==> src/hdl/lvn_pkg.sv <==
`default_nettype none

package lvn_pkg;

    localparam int TABLE_SIZE = 256;
    localparam int IDX_W      = 13;
    localparam int FRAC_W     = 17;
    localparam int NOISE_W    = 22;

    localparam logic [63:0] LCG_MUL = 64'h0000_FFD3_02A2_F2D1;
    localparam logic [63:0] LCG_INC = 64'd4093;

    typedef enum logic [1:0] {
        OP_RESEED  = 2'd0,
        OP_SAMPLE2 = 2'd1,
        OP_SAMPLE3 = 2'd2,
        OP_NONE    = 2'd3
    } op_t;

    typedef struct packed {
        op_t                op;
        logic [3:0]         sel;
        logic [IDX_W-1:0]   ix;
        logic [IDX_W-1:0]   iy;
        logic [IDX_W-1:0]   iz;
        logic [IDX_W-1:0]   mx;
        logic [IDX_W-1:0]   my;
        logic [IDX_W-1:0]   mz;
        logic [FRAC_W-1:0]  fx;
        logic [FRAC_W-1:0]  fy;
        logic [FRAC_W-1:0]  fz;
    } job_t;

endpackage

`default_nettype wire

==> src/hdl/lvn_queue.sv <==
`default_nettype none

module lvn_queue (
    input  wire logic           clk,
    input  wire logic           rst_n,
    input  wire logic           push,
    input  wire lvn_pkg::job_t  push_job,
    output logic                full,
    input  wire logic           pop,
    output lvn_pkg::job_t       head,
    output logic                empty
);

    localparam int DEPTH = 2;

    lvn_pkg::job_t  entry_reg [DEPTH];
    logic           wr_ptr_reg, wr_ptr_next;
    logic           rd_ptr_reg, rd_ptr_next;
    logic [1:0]     count_reg, count_next;
    logic           do_push, do_pop;

    assign full    = (count_reg == 2'(DEPTH));
    assign empty   = (count_reg == 2'd0);
    assign head    = entry_reg[rd_ptr_reg];
    assign do_push = push & ~full;
    assign do_pop  = pop & ~empty;

    always_comb
    begin
        wr_ptr_next = wr_ptr_reg ^ do_push;
        rd_ptr_next = rd_ptr_reg ^ do_pop;
        count_next  = count_reg + {1'b0, do_push} - {1'b0, do_pop};
    end

    always_ff @(posedge clk or negedge rst_n)
    begin
        if (!rst_n)
        begin
            wr_ptr_reg <= 1'b0;
            rd_ptr_reg <= 1'b0;
            count_reg  <= 2'd0;
        end
        else
        begin
            wr_ptr_reg <= wr_ptr_next;
            rd_ptr_reg <= rd_ptr_next;
            count_reg  <= count_next;
        end
    end

    always_ff @(posedge clk)
    begin
        if (do_push)
        begin
            entry_reg[wr_ptr_reg] <= push_job;
        end
    end

endmodule

`default_nettype wire

==> config.mk <==
export PLATFORM = sky130hd
export DESIGN_NAME = lvn_queue
export DESIGN_NICKNAME = d
export VERILOG_FILES = /design/src/hdl/lvn_pkg.sv /design/src/hdl/lvn_queue.sv
export SDC_FILE = /design/constraint.sdc
export NUM_CORES = 1
export LEC_CHECK = 0
export BUFFER_PORTS_ARGS = -buffer_cell sky130_fd_sc_hd__buf_2
export CAP_MARGIN = 15
export CORE_UTILIZATION = 49
export CTS_BUF_LIST = sky130_fd_sc_hd__clkbuf_4
export DETAILED_ROUTE_END_ITERATION = 10
export MAX_ROUTING_LAYER = met4
export PLACE_DENSITY = 0.75
export SETUP_SLACK_MARGIN = 0.5
export SLEW_MARGIN = 20
export SYNTH_ARGS = -nofsm -noshare
export SYNTH_HDL_FRONTEND = slang
export SYNTH_SLANG_ARGS = --single-unit
==> constraint.sdc <==
create_clock -name clk -period 4.03 [get_ports clk]
set_clock_uncertainty 0.1 [all_clocks]
set_input_delay 0.2015 -clock clk [delete_from_list [all_inputs] [get_ports clk]]
set_output_delay 0.2015 -clock clk [all_outputs]
set_load 0.03 [all_outputs]
[Yosys cells after proc, flatten, opt, wreduce, memory -nomap -nowiden]
Memories as Yosys holds them, arrays and structs flattened.
Index checks and enable logic that the tools add are counted.
Operators by class
  $lt $le $gt $ge: 0
  equality and inequality tests: 1
  multiply operators: 0
  add/sub/neg operators: 2
  divide/modulo/power cells: 0
  bitwise logic cells: 6
  shifts and indexed selects: 0
  reduce and logical (&&, ||, !) cells: 1
  mux-type cells: 2
Operators with widths (number)
  adder 2 x 1 -> 2 bit: 1
  bitwise AND 1 bit: 2
  equality test 2 bit, second input constant: 1
  logical NOT 2 bit: 1
  2-to-1 mux 1 bit: 2
  inverter 1 bit: 2
  subtractor 2 x 1 -> 2 bit: 1
  bitwise XOR 1 bit: 2
Storage, ports and cells
  bits in latches: 0
  memory bits (writable): 270
  memories: 1
  bits in registers: 4
  output and inout bits: 137
  word-level logic and storage cells: 16
  input bits: 139
  ROM bits: 0
Memory list
  entry_reg: words 2, width 135, read ports 1, clocked after Yosys merged registers in 0, wr ports 1, line lvn_queue.sv:16  | lvn_pkg::job_t entry_reg [DEPTH];

[Longest topological paths before layout]
  depth after elaboration: 5
  gate-level depth with buffers: 7

[Worst setup path before layout]
Ideal clock, no wire load.
  kind: register -> register
  start point: reg count_reg[1]
  end point: mem entry_reg[1][0] (netlist name), enable pin
  cell stages (with the launch flop): 4
  clock period less this slack: 4.417 ns
  required time: 3.419 ns
  data arrival time: 3.806 ns
  setup time: 0.511 ns
  slack: -0.387 ns
  path buffers: 0
  cells stage by stage: dfrtp_1 -> nand2b_1 -> and2_1 -> ha_1
On the way
  longest elaborated chain between the ends: 5
RTL lines
  start, declared: line lvn_queue.sv:19  | logic [1:0] count_reg, count_next;
  start signal, assigned: line lvn_queue.sv:47  | count_reg <= count_next;
  equality test 2 bit: line lvn_queue.sv:22  | assign full = (count_reg == 2'(DEPTH));
  inverter 1 bit: line lvn_queue.sv:25  | assign do_push = push & ~full;
  bitwise AND 1 bit: line lvn_queue.sv:25
  2-to-1 mux 1 bit: line lvn_queue.sv:53  | if (do_push)
  2-to-1 mux 1 bit (not written as such): line lvn_queue.sv:55  | entry_reg[wr_ptr_reg] <= push_job;
  end, declared: line lvn_queue.sv:16
No other way between the ends.

==> results.json <==
{
  "status": "finished, final reports clean",
  "grt_setup_unrepaired": "no",
  "critPathKind": "reg -> out",
  "final_util_pct": 69.4,
  "portBuffers": 275,
  "slew_viol_final": 0,
  "final_area_um2": 14000,
  "dpl_cell_area_um2": 11800,
  "worst_ep_arrival_time_ns": 2.54,
  "antenna_left": 0,
  "crit_path_start_kind": "flip-flop",
  "synth_seq_area_share_pct": 81.2,
  "crit_path_max_incr_delay_ns": 0.78,
  "wl_per_cell_um": 18.4,
  "path_clk_slew_ns": 0.08,
  "setup_viol": 0,
  "r2r_slack_ns": 1.79,
  "dieArea_um2": 21200,
  "r2r_cells": 4,
  "vias": 5997,
  "dp_slack_ns": 1.81,
  "fp-row-count": 52,
  "place.detailed.hpwl_mm": 13.2,
  "dpl.cell_count": 976,
  "hp-class": "in -> reg",
  "synthTopCellsByArea": "edfxtp_1 80%, mux2_2 11%, mux2_4 5.9%, dfrtp_1 0.99%, buf_6 0.67%",
  "grt_pass1_vias": 6783,
  "clock_latency_ns": 0.63,
  "ys_warn_count": 0,
  "max_freq_mhz": 352,
  "nets": 1059,
  "grt-ovfl-total": 0,
  "ys_async_sr_fraction_pct": 1.46,
  "synthCells": 440,
  "fin_cells": 1230,
  "clock_sinks": 274,
  "holdPathEnd": "entry_reg[0][22]$_DFFE_PP_",
  "avgSynthCellArea_um2": 23.0,
  "via_per_inst": 4.88,
  "core_um2": 20200,
  "drt_iter0_markers": 240,
  "yosys.cell_count.top_type": "edfxtp_1",
  "tightest_slew_ns": 0.739,
  "htree_num_levels": 3,
  "top_usage_layer": "met2",
  "met1_usage_pct": 23.2,
  "grt.total_usage_pct": 22.4,
  "die_w_um": 146,
  "slowest_stage": "dfrtp_4",
  "die_h_um": 146,
  "grt_pass1_wl_mm": 34.9,
  "largest_reg_flops": 270,
  "relSlewSlack_pct": 50.8,
  "start_util_pct": 50.0,
  "grtUsageMet2_pct": 39.5,
  "powerDensity_nw_per_um2": 726,
  "syn_to_final_growth_pct": 38.9,
  "ys_top_cells_by_count": "270 x edfxtp_1, 95 x mux2_2, 40 x mux2_4",
  "endpoint_kind": "output pin",
  "synthesis.nets": 583,
  "netlist-cell-type-count": 15,
  "ir_worst_vdd_uv": 611,
  "cts_buffers": 69,
  "hp-start": "push_job[22]",
  "hold_depth": 2,
  "drive_gt1_share_pct": 54.3,
  "io_pins": 276,
  "cp.required_ns": 3.73,
  "post-synth-top-area-cell": "edfxtp_1",
  "grt_start_max_net_pins": 77,
  "maxCapViolations": 0,
  "period_minus_slack_ns": 2.84,
  "antenna_found_initial": 1,
  "synth_edf_count": 270,
  "synth_ff_type": "edfxtp_1",
  "setup_slack_ns": 1.19,
  "grt_use_met3_pct": 7.08,
  "synth_seq_cells": 274,
  "cts_buffer_depth": 3,
  "cts_setup_buffers": 0,
  "dr.pass1.iters": 5,
  "finalHoldViolCount": 0,
  "rr_startpoint": "count_reg[0]$_DFF_PN0_",
  "leakagePower_nw": 5.53,
  "finalWirelength_mm": 22.7,
  "cts_tree": "yes",
  "netlist_area_um2": 10100,
  "clock-root-buffer": "clkbuf_4",
  "drc": 0,
  "place.gp.congestion": 0.796,
  "crit_chain": "buf_4 -> mux2_2 -> buf_2",
  "worstReg2RegEnd": "entry_reg[1][85]$_DFFE_PP_",
  "crit_fanout": 38,
  "netlist.area_leader.share_pct": 80.2,
  "period_share_pct": 70.5,
  "fin_tns_setup_ns": 0
}
==> worst max path at each step <==
stage / end / slack [ns] / cells after the start / startpoint
final: head[41] / 1.19 / 3 / rd_ptr_reg$_DFF_PN0_
after global routing: head[132] / 1.05 / 3 / rd_ptr_reg$_DFF_PN0_
after CTS: head[132] / 1.15 / 3 / rd_ptr_reg$_DFF_PN0_
after detailed placement: entry_reg[0][129]$_DFFE_PP_ / 1.81 / 4 / count_reg[0]$_DFF_PN0_
after global placement: head[46] / 1.92 / 3 / rd_ptr_reg$_DFF_PN0_
after floorplan: entry_reg[1][0]$_DFFE_PP_ / -0.39 / 3 / count_reg[1]$_DFF_PN0_
==> repair_timing <==
item / in CTS / in global routing
hold endpoints to repair: 277 / 0
resized for setup: 0 / 0
endpoints found under the setup margin: 0 / 0
hold buffers: 139 / 0
==> kinds of logic after synthesis <==
family / count (synthesis) / synth area share [%]
flops: 274 / 81.2
simple gates: 4 / 0.198
buf+inv: 19 / 1.26
xor+xnor: 3 / 0.260
compound gates: 1 / 0.0743
mux: 135 / 16.5
fa+ha+maj: 4 / 0.495
==> cell type report <==
cell class,instances,area [um^2]
Sequential cell,274,8210
Fill cell,1269,6190
Timing Repair Buffer,420,2850
Multi-Input combinational cell,147,1800
Clock buffer,98,736
Tap cell,270,338
Clock inverter,16,91.3
Inverter,4,15.0
Antenna cell,1,2.50
==> metal layers <==
metal / routed length (um) / up-vias
li1: - / 2739
met3: 1890 / 38
met1: 8190 / 2911
met2: 12100 / 309
met4: 503 / 0
met5: 0 / -
==> placed cells by master, fill, tap and decap left out, types with 3 or more instances in the layout <==
cell type / Yosys / routed
buf_2: 9 / 275
edfxtp_1: 270 / 270
dlygate4sd3_1: 0 / 139
clkbuf_4: 0 / 98
mux2_2: 95 / 95
mux2_4: 40 / 40
clkinv_1: 0 / 12
inv_1: 4 / 4
dfrtp_1: 4 / 3
buf_4: 0 / 3
buf_12: 0 / 3
==> per-stage QoR <==
step                power [mW]  hold WS, ns
global route              10.7        0.140
floorplan                 6.98       -0.194
detailed placement        7.91      -0.0823
global placement          7.80      -0.0792
finish                    10.2        0.185
CTS                       10.2        0.134
==> where the power goes <==
group | switching (mW) | internal (mW) | total, mW
Sequential | 0.238 | 3.90 | 4.14
Clock | 1.05 | 1.18 | 2.22
Combinational | 2.43 | 1.40 | 3.83
==> worst max-delay path, delay by kind of cell (launching register included) <==
family | cells | cell delay [ns]
muxes | 1 | 0.40
buffers and inverters | 2 | 0.70
DFF | 1 | 0.78
(Power assumes the default switching activity.)
