==> src/hdl/lvn_pkg.sv <==
`default_nettype none

package lvn_pkg;

    localparam int TABLE_SIZE = 256;
    localparam int IDX_W      = 13;
    localparam int FRAC_W     = 17;
    localparam int NOISE_W    = 22;

    localparam logic [63:0] LCG_MUL = 64'h0000_FFD3_02A2_F2D1;
    localparam logic [63:0] LCG_INC = 64'd4093;

    typedef enum logic [1:0] {
        OP_RESEED  = 2'd0,
        OP_SAMPLE2 = 2'd1,
        OP_SAMPLE3 = 2'd2,
        OP_NONE    = 2'd3
    } op_t;

    typedef struct packed {
        op_t                op;
        logic [3:0]         sel;
        logic [IDX_W-1:0]   ix;
        logic [IDX_W-1:0]   iy;
        logic [IDX_W-1:0]   iz;
        logic [IDX_W-1:0]   mx;
        logic [IDX_W-1:0]   my;
        logic [IDX_W-1:0]   mz;
        logic [FRAC_W-1:0]  fx;
        logic [FRAC_W-1:0]  fy;
        logic [FRAC_W-1:0]  fz;
    } job_t;

endpackage

`default_nettype wire

==> src/hdl/lvn_front.sv <==
`default_nettype none

module lvn_front #(
    parameter int COORD_FRAC_BITS = 8
) (
    input  wire logic               clk,
    input  wire logic               rst_n,
    input  wire logic               start,
    input  wire logic               busy,
    input  wire logic [1:0]         operation,
    input  wire logic signed [31:0] coord_x,
    input  wire logic signed [31:0] coord_y,
    input  wire logic signed [31:0] coord_z,
    input  wire logic [15:0]        mask_x,
    input  wire logic [15:0]        mask_y,
    input  wire logic [15:0]        mask_z,
    input  wire logic [3:0]         table_select,
    input  wire logic               full,
    output logic                    push,
    output lvn_pkg::job_t           job,
    output logic                    pending
);

    localparam int F     = COORD_FRAC_BITS;
    localparam int S_VAL = 1 << F;
    localparam int IW    = lvn_pkg::IDX_W;
    localparam int FW    = lvn_pkg::FRAC_W;

    logic                 valid_reg, valid_next;
    lvn_pkg::job_t        job_reg, job_next;
    logic                 accept;
    logic signed [31:0]   crd   [3];
    logic signed [31:0]   quo   [3];
    logic                 adj   [3];
    logic [IW-1:0]        ixl   [3];
    logic [FW-1:0]        frac  [3];

    assign accept  = start & ~busy;
    assign push    = valid_reg & ~full;
    assign job     = job_reg;
    assign pending = valid_reg;

    assign crd[0] = coord_x;
    assign crd[1] = coord_y;
    assign crd[2] = coord_z;

    // Integer parts truncate toward zero, so a negative value with a fraction moves up one.
    always_comb
    begin
        for (int i = 0; i < 3; i++)
        begin
            quo[i]  = crd[i] >>> F;
            adj[i]  = crd[i][31] & (|crd[i][F-1:0]);
            ixl[i]  = quo[i][IW-1:0] + {{(IW-1){1'b0}}, adj[i]};
            frac[i] = {{(FW-F){1'b0}}, crd[i][F-1:0]} - (adj[i] ? FW'(S_VAL) : '0);
        end
    end

    always_comb
    begin
        valid_next = valid_reg;
        job_next   = job_reg;
        if (push)
        begin
            valid_next = 1'b0;
        end
        if (accept)
        begin
            valid_next  = 1'b1;
            job_next.op  = lvn_pkg::op_t'(operation);
            job_next.sel = table_select;
            job_next.ix  = ixl[0];
            job_next.iy  = ixl[1];
            job_next.iz  = ixl[2];
            job_next.mx  = mask_x[IW-1:0];
            job_next.my  = mask_y[IW-1:0];
            job_next.mz  = mask_z[IW-1:0];
            job_next.fx  = frac[0];
            job_next.fy  = frac[1];
            job_next.fz  = frac[2];
        end
    end

    always_ff @(posedge clk or negedge rst_n)
    begin
        if (!rst_n)
        begin
            valid_reg <= 1'b0;
        end
        else
        begin
            valid_reg <= valid_next;
        end
    end

    always_ff @(posedge clk)
    begin
        job_reg <= job_next;
    end

endmodule

`default_nettype wire

==> config.mk <==
export PLATFORM = sky130hd
export DESIGN_NAME = lvn_front
export DESIGN_NICKNAME = d
export VERILOG_FILES = /design/src/hdl/lvn_pkg.sv /design/src/hdl/lvn_front.sv
export SDC_FILE = /design/constraint.sdc
export NUM_CORES = 1
export LEC_CHECK = 0
export BUFFER_PORTS_ARGS = -buffer_cell sky130_fd_sc_hd__buf_4
export CAP_MARGIN = 20
export CORE_AREA = 3 3 112 114
export CTS_CLUSTER_SIZE = 20
export DETAILED_ROUTE_END_ITERATION = 6
export DIE_AREA = 0 0 115 117
export GPL_ROUTABILITY_DRIVEN = 0
export PLACE_DENSITY = 0.71
export SLEW_MARGIN = 20
export SYNTH_ARGS = -nofsm -noshare
export SYNTH_HDL_FRONTEND = slang
export SYNTH_SLANG_ARGS = --single-unit
==> constraint.sdc <==
create_clock -name clk -period 1.24 [get_ports clk]
set_clock_uncertainty 0.15 [all_clocks]
set_input_delay 0.186 -clock clk [delete_from_list [all_inputs] [get_ports clk]]
set_output_delay 0.186 -clock clk [all_outputs]
set_load 0.03 [all_outputs]
* Word level (Yosys, flattened, before mapping) *
Cells that the tools add are included.

word-level totals
  output and inout port bits = 137
  input port bits = 155
  logic and storage cells = 34
  bits in registers = 136

operators by class
  add/sub/neg operators = 6
  mux-type cells = 5
  bitwise gates (word level) = 7
  reductions and logical operators = 4

operators by type and width
  cell                        number
  adder 13 x 1 -> 13 bit      3
  subtractor 8 x 9 -> 10 bit  3
  two-way mux 9 bit           3
  OR reduction 8 bit          3
  AND 1 bit                   5
  two-way mux 1 bit           2
  inverter 1 bit              2
  nonzero test 2 bit          1

* Logic depth before layout (Yosys ltp) *
Gate-level depths: netlist of run 1.

  depth in word-level cells = 4
  depth in mapped cells = 7
  gate-level depth less buffers = 7

* Worst setup path after synthesis of run 1 *
No wires, ideal clock.

  kind = input to register
  start point = in busy
  end point = reg job_reg (netlist bit job[0]), enable pin
  path slack = -4.660 ns
  stages = 1
  setup time = 0.599 ns
  data required time = 0.491 ns
  arrival = 5.152 ns
  path buffers = 0
  cell sequence = nor2b_1

between the ends
  word-level cells in the longest chain between the ends = 2

ends and longest elaborated chain
  element               line             RTL
  start, declared       lvn_front.sv:9   input wire logic busy,
  inverter 1 bit        lvn_front.sv:38  assign accept = start & ~busy;
  AND 1 bit             lvn_front.sv:38
  end signal, assigned  lvn_front.sv:98  job_reg <= job_next;
  end, declared         lvn_front.sv:30  lvn_pkg::job_t job_reg, job_next;

No other way between the ends.
A chain may end at the register's enable or synchronous reset.

==> results of run 1 <==
==> critical path: cells and delay by family <==
kind	cells	cell delay, ns
compound gates	1	0.11
fa+ha+maj	1	0.21
buf+inv	3	0.36
xor+xnor	1	0.17
simple gates	3	0.41
==> metal layers <==
layer	global-route usage	up-vias	wire length [um]
met5	0	-	0
met3	0.0550	24	1020
met4	0.0814	0	343
met1	0.214	1706	4890
met2	0.391	153	8060
li1	-	1672	-
==> synth_stat cells <==
| library cell | n | area (sq um) |
|---|---|---|
| edfxtp_1 | 111 | 3330 |
| buf_4 | 24 | 180 |
| xor2_1 | 19 | 166 |
| xnor2_1 | 15 | 131 |
| nand2_1 | 10 | 37.5 |
| nand4_1 | 9 | 56.3 |
| nor2_1 | 9 | 33.8 |
| nand3_1 | 8 | 40.0 |
| nor4_1 | 8 | 50.1 |
| ha_1 | 6 | 75.1 |
| nor3_1 | 6 | 30.0 |
| inv_1 | 4 | 15.0 |
| a21boi_0 | 3 | 22.5 |
| nor3_2 | 3 | 30.0 |
| and3_1 | 2 | 12.5 |
| nor2b_1 | 2 | 12.5 |
| a21o_1 | 1 | 7.51 |
| and4_1 | 1 | 8.76 |
| clkinvlp_4 | 1 | 7.51 |
| dfrtp_1 | 1 | 25.0 |
| nand4_2 | 1 | 12.5 |
| nand4_4 | 1 | 21.3 |
==> area by class of cell <==
type / instances / area (sq um)
clock buffers: 9 / 225
clock inverters: 7 / 78.8
fillers: 628 / 2650
inverters: 5 / 22.5
multi-input cells: 104 / 1100
flip-flops and latches: 112 / 3360
well taps: 143 / 179
repair buffers: 397 / 3910
==> logic make-up after synthesis <==
group           Yosys count
xor+xnor                 34
simple gates             60
buf+inv                  29
compound gates            4
flops                   112
fa+ha+maj                 6
==> path summary, 6_finish.rpt <==
path                            depth (start not counted)  endpoint  slack [ns]       start
min in group asynchronous                               3   pending        0.57       rst_n
max in group asynchronous                               3   pending        0.27       rst_n
worst max register to register                          1   pending        0.35     pending
worst min register to register                          1   pending        0.47     pending
worst max-delay path                                    9  job[123]       -0.27  coord_x[1]
worst min-delay path                                    2  job[103]       -0.02  coord_y[8]
==> where the power goes <==
part / switching [mW] / total [mW] / internal (mW) / leakage (nW)
logic: 1.19 / 2.42 / 1.23 / 2.47
registers: 0.132 / 4.59 / 4.46 / 1.05
clock network: 1.36 / 2.95 / 1.58 / 0.139
==> repair_timing <==
action,4_1_cts,5_1_grt
buffers inserted,14,4
resized for setup,161,41
endpoints found under the hold margin,88,2
endpoints found under the setup margin,151,165
pin swaps,22,21
hold buffers,85,1
==> flow_summary.yaml, run 1 <==
cells_and_area:
  diodes: 0
  layout-drive-gt1-share: 0.595
  layout_commonest_cell: "buf_6"
  utilization: 0.770
  final_cell_mix: "160 x buf_6, 139 x buf_4, 111 x edfxtp_1"
  largest_reg_flops: 111
  fin_cells: 777
  nNetsFinal: 790
  area.growth.synth_to_final_pct: 106
  design_area_sq_um: 8870
route:
  dr.first_iter.drc_count: 141
  postRouteAntennaNets: 0
  drt_wl_total_um: 14300
  drcViolationCount: 0
  vias_per_cell: 4.58
  avgRoutedWirePerCell_um: 18.4
  firstDrtPassIters: 4
  num_vias: 3555
logic_synthesis:
  synth_top_family_by_area: "simple AND/OR/NAND/NOR gates"
  synthSimpleGateAreaFrac: 0.0801
  yosys_warnings: 0
  syn_nets: 406
  synthAdderAreaFrac: 0.0174
  synth_seq_cells: 112
  syn_area_per_cell_sq_um: 17.6
  muxShareOfSynthArea: 0
  synth_compound_area_frac: 0.00697
  yosysUniqueCellTypes: 22
  syn_area_sq_um: 4310
  synthXorXnorAreaFrac: 0.0691
  synthCells: 245
  yosysSeqAreaShare: 0.779
die:
  die_h_um: 117
  io_pins: 292
  dieArea_sq_um: 13500
  fp-row-count: 39
  core_sq_um: 11500
  die_w_um: 115
  initial_core_util: 0.374
sta:
  worstMarginPinSlew_ns: 0.358
  setup_ws_ns: -0.266
  setup_tns_ns: -9.48
  hold_violations: 1
  rsz0062_at_grt: "true"
  min_period_ns: 1.51
  finalCritPeriodShare: 1.21
  slew_headroom: 0.760
  fin_hold_ws_ns: -0.0150
  setup_viol: 84
  final_max_slew_viol_count: 0
  clock.fmax_ghz: 0.664
clock_tree:
  cts_tree: "done"
  numCtsBuffers: 9
  insertion_delay_ns: 0.35
  cts_root_buf: "clkbuf_16"
  cts.sinks: 112
  ctsHtreeMaxLevel: 3
  ctsLongestPathBuffers: 2
  clkTransAtPathRegs_ns: 0.07
grt:
  grt_pass1_wl_um: 20700
  grt_usage: 0.205
  grt_antenna_before_repair: 0
  grt_max_degree: 21
  grt_pass1_vias: 3861
  grt_remaining_overflow: 0
placement:
  placedCellCount: 659
  placed_cell_area_sq_um: 6790
  pre_cts_ws_ns: -0.654
  dp_hpwl_um: 9100
  port_buffers: 252
critical_path:
  slowest_delay_ns: 0.29
  arrival_ns: 1.46
  critPathKind: "in2reg"
  startpoint_type: "primary input"
  crit_path_cell_trace: "buf_8 > nor4_4 > a21boi_2 > ha_2 > buf_4 > buf_6 > nand2_8 > nor3_2 > xor2_1"
  cp.required_ns: 1.19
  cp_max_fo: 4
  endpoint_kind: "flip-flop"
  crit_path_top_delay_cell: "nor4_4"
outcome:
  violations: "negative hold slack, negative setup slack"
  status: "finished, violations left"
pwr:
  p_total_mw: 9.96
  peakVddDrop_mv: 0.764
  cellPowerDensity_nw_per_um2: 1120
  p_leak_nw: 3.67
job:
  drv_cap: 0
worst_hold_path:
  holdCritPathClass: "in2reg"
Power figures use the tool's default switching activity.
==> inputs of run 2 (changes only) <==
==> constraint.sdc (replaced) <==
create_clock -name clk -period 1.4 [get_ports clk]
set_clock_uncertainty 0.15 [all_clocks]
set_input_delay 0.21 -clock clk [delete_from_list [all_inputs] [get_ports clk]]
set_output_delay 0.21 -clock clk [all_outputs]
set_load 0.01 [all_outputs]
==> flow_summary.yaml, run 2 (synthesis results as in run 1) <==
sta:
  slew_headroom: 0.767
  finalCritPeriodShare: 1.08
  setup_ws_ns: -0.115
  rsz0062_at_grt: "true"
  setup_viol: 14
  final_max_slew_viol_count: 0
  clock.fmax_ghz: 0.660
  min_period_ns: 1.52
  worstMarginPinSlew_ns: 0.348
  fin_hold_ws_ns: 0.0263
  hold_violations: 0
critical_path:
  crit_path_top_delay_cell: "nor4_4"
  r2r_start: "pending"
  crit_path_cell_trace: "buf_8 > nor4_4 > a21boi_2 > ha_2 > ha_4 > nand4_1 > nor2_1 > xor2_1"
  cp_max_fo: 4
  startpoint_type: "primary input"
  r2r-end: "pending"
  arrival_ns: 1.45
  slowest_delay_ns: 0.27
  rrSetupSlack_ns: 0.58
  r2r_cells: 1
  cp.required_ns: 1.33
  endpoint_kind: "flip-flop"
  critPathKind: "in2reg"
pwr:
  p_total_mw: 7.96
  power.share.clock: 0.317
  peakVddDrop_mv: 0.505
  power_frac_comb: 0.178
  p_sw_frac: 0.219
  p_leak_nw: 3.28
  cellPowerDensity_nw_per_um2: 1010
  p_int_mw: 6.22
  p_sw_mw: 1.74
  seqPwrFrac: 0.505
clock_tree:
  ctsHtreeMaxLevel: 3
  ctsLongestPathBuffers: 2
  cts_root_buf: "clkbuf_16"
  cts_tree: "done"
  clkTransAtPathRegs_ns: 0.07
  cts.sinks: 112
  insertion_delay_ns: 0.33
  numCtsBuffers: 9
grt:
  grt_max_degree: 58
  grt_remaining_overflow: 0
  grt_pass1_vias: 3377
  grt_pass1_wl_um: 17100
  grt_antenna_before_repair: 0
  grt_usage: 0.166
cells_and_area:
  final_cell_mix: "223 x buf_4, 111 x edfxtp_1, 70 x dlygate4sd3_1"
  nNetsFinal: 740
  layout-drive-gt1-share: 0.577
  diodes: 0
  area.growth.synth_to_final_pct: 83.7
  largest_reg_flops: 111
  nFillCells: 763
  ff_latch_area_sq_um: 3360
  multiInputGateArea_sq_um: 1040
  layout_commonest_cell: "buf_4"
route:
  dr.first_iter.drc_count: 205
  vias_per_cell: 4.52
  drt_wl_total_um: 12000
  postRouteAntennaNets: 0
  wirelength_met1_um: 4090
  routed-wl-met2_um: 6650
  firstDrtPassIters: 4
  num_vias: 3289
  highest_layer: "met4"
  avgRoutedWirePerCell_um: 16.6
  wl_met3_um: 1030
  drcViolationCount: 0
die:
  die_w_um: 115
  dieArea_sq_um: 13500
  die_h_um: 117
  initial_core_util: 0.374
  core_sq_um: 11500
  io_pins: 292
  fp-row-count: 39
outcome:
  status: "finished, violations left"
  violations: "negative setup slack"
worst_hold_path:
  holdCritPathClass: "in2async"
placement:
  port_buffers: 252
  dp_hpwl_um: 8330
job:
  drv_cap: 0
## run 2: cell count changes in the layout (fill, tap and decap cells not counted), sizes merged
cell         previous run  this run
clkinvlp                4         2
dlygate4sd3            86        70
buf                   311       277
clkbuf                  9        11
inv                     6         4
clkinv                  1         3
## run 2: area by class of cell
| type | count | area share |
|---|---|---|
| Clock inverter | 5 | 0.00711 |
| Tap cell | 143 | 0.0226 |
| Sequential cell | 112 | 0.424 |
| Multi-Input combinational cell | 104 | 0.132 |
| Inverter | 5 | 0.00285 |
| Clock buffer | 11 | 0.0307 |
| Timing Repair Buffer | 347 | 0.381 |
## run 2: metrics by stage
step                      TNS, ns  instances  cell area [sq um]  utilization  setup WS, ns
after floorplan           -123.20        245               4510            -         -1.07
after global placement     -10.96        628               6520        0.566        -0.493
final                      -0.702        727               7920        0.687        -0.115
after global routing        -2.04        727               7920        0.687        -0.162
after detailed placement   -11.95        628               6520        0.566        -0.532
after CTS                  -0.601        721               7670        0.666        -0.113
## run 2: worst max-delay path, delay by kind of cell
| kind | cells | cell delay [ns] |
|---|---|---|
| adders and majority gates | 2 | 0.38 |
| buffers and inverters | 1 | 0.10 |
| AOI/OAI and AO/OA | 1 | 0.10 |
| xor gates and xnor gates | 1 | 0.14 |
| and+or+nand+nor | 3 | 0.51 |
## run 2: repair_timing
item | in CTS | in global routing
buffers inserted | 10 | 4
hold buffers | 67 | 3
pin swaps | 11 | 20
endpoints found under the setup margin | 41 | 46
gates resized for setup | 28 | 47
cloned | 0 | 0
endpoints found under the hold margin | 67 | 3
## run 2: per-layer routing
layer | vias to the layer above | global-route usage
met2 | 157 | 0.309
li1 | 1569 | -
met4 | 0 | 0.0736
met3 | 21 | 0.0422
met1 | 1542 | 0.177
met5 | - | 0
## run 2: worst max path at each step
stage / depth (start not counted) / from / endpoint / slack [ns]
floorplan: 1 / start / job[0] / -1.07
global placement: 8 / coord_x[1] / job[124] / -0.49
detailed placement: 8 / coord_x[1] / job[122] / -0.53
CTS: 8 / coord_x[2] / job[124] / -0.11
global route: 8 / coord_x[5] / job[124] / -0.16
finish: 8 / coord_x[5] / job[122] / -0.12
## run 2: power groups by stage
| stage | registers, mW | logic [mW] | clock network, mW |
|---|---|---|---|
| finish | 4.02 | 1.42 | 2.52 |
| global route | 4.04 | 1.51 | 2.76 |
| CTS | 4.01 | 1.34 | 2.61 |
| detailed placement | 4.10 | 1.13 | 0 |
| global placement | 4.09 | 1.11 | 0 |
| floorplan | 4.22 | 0.250 | 0 |
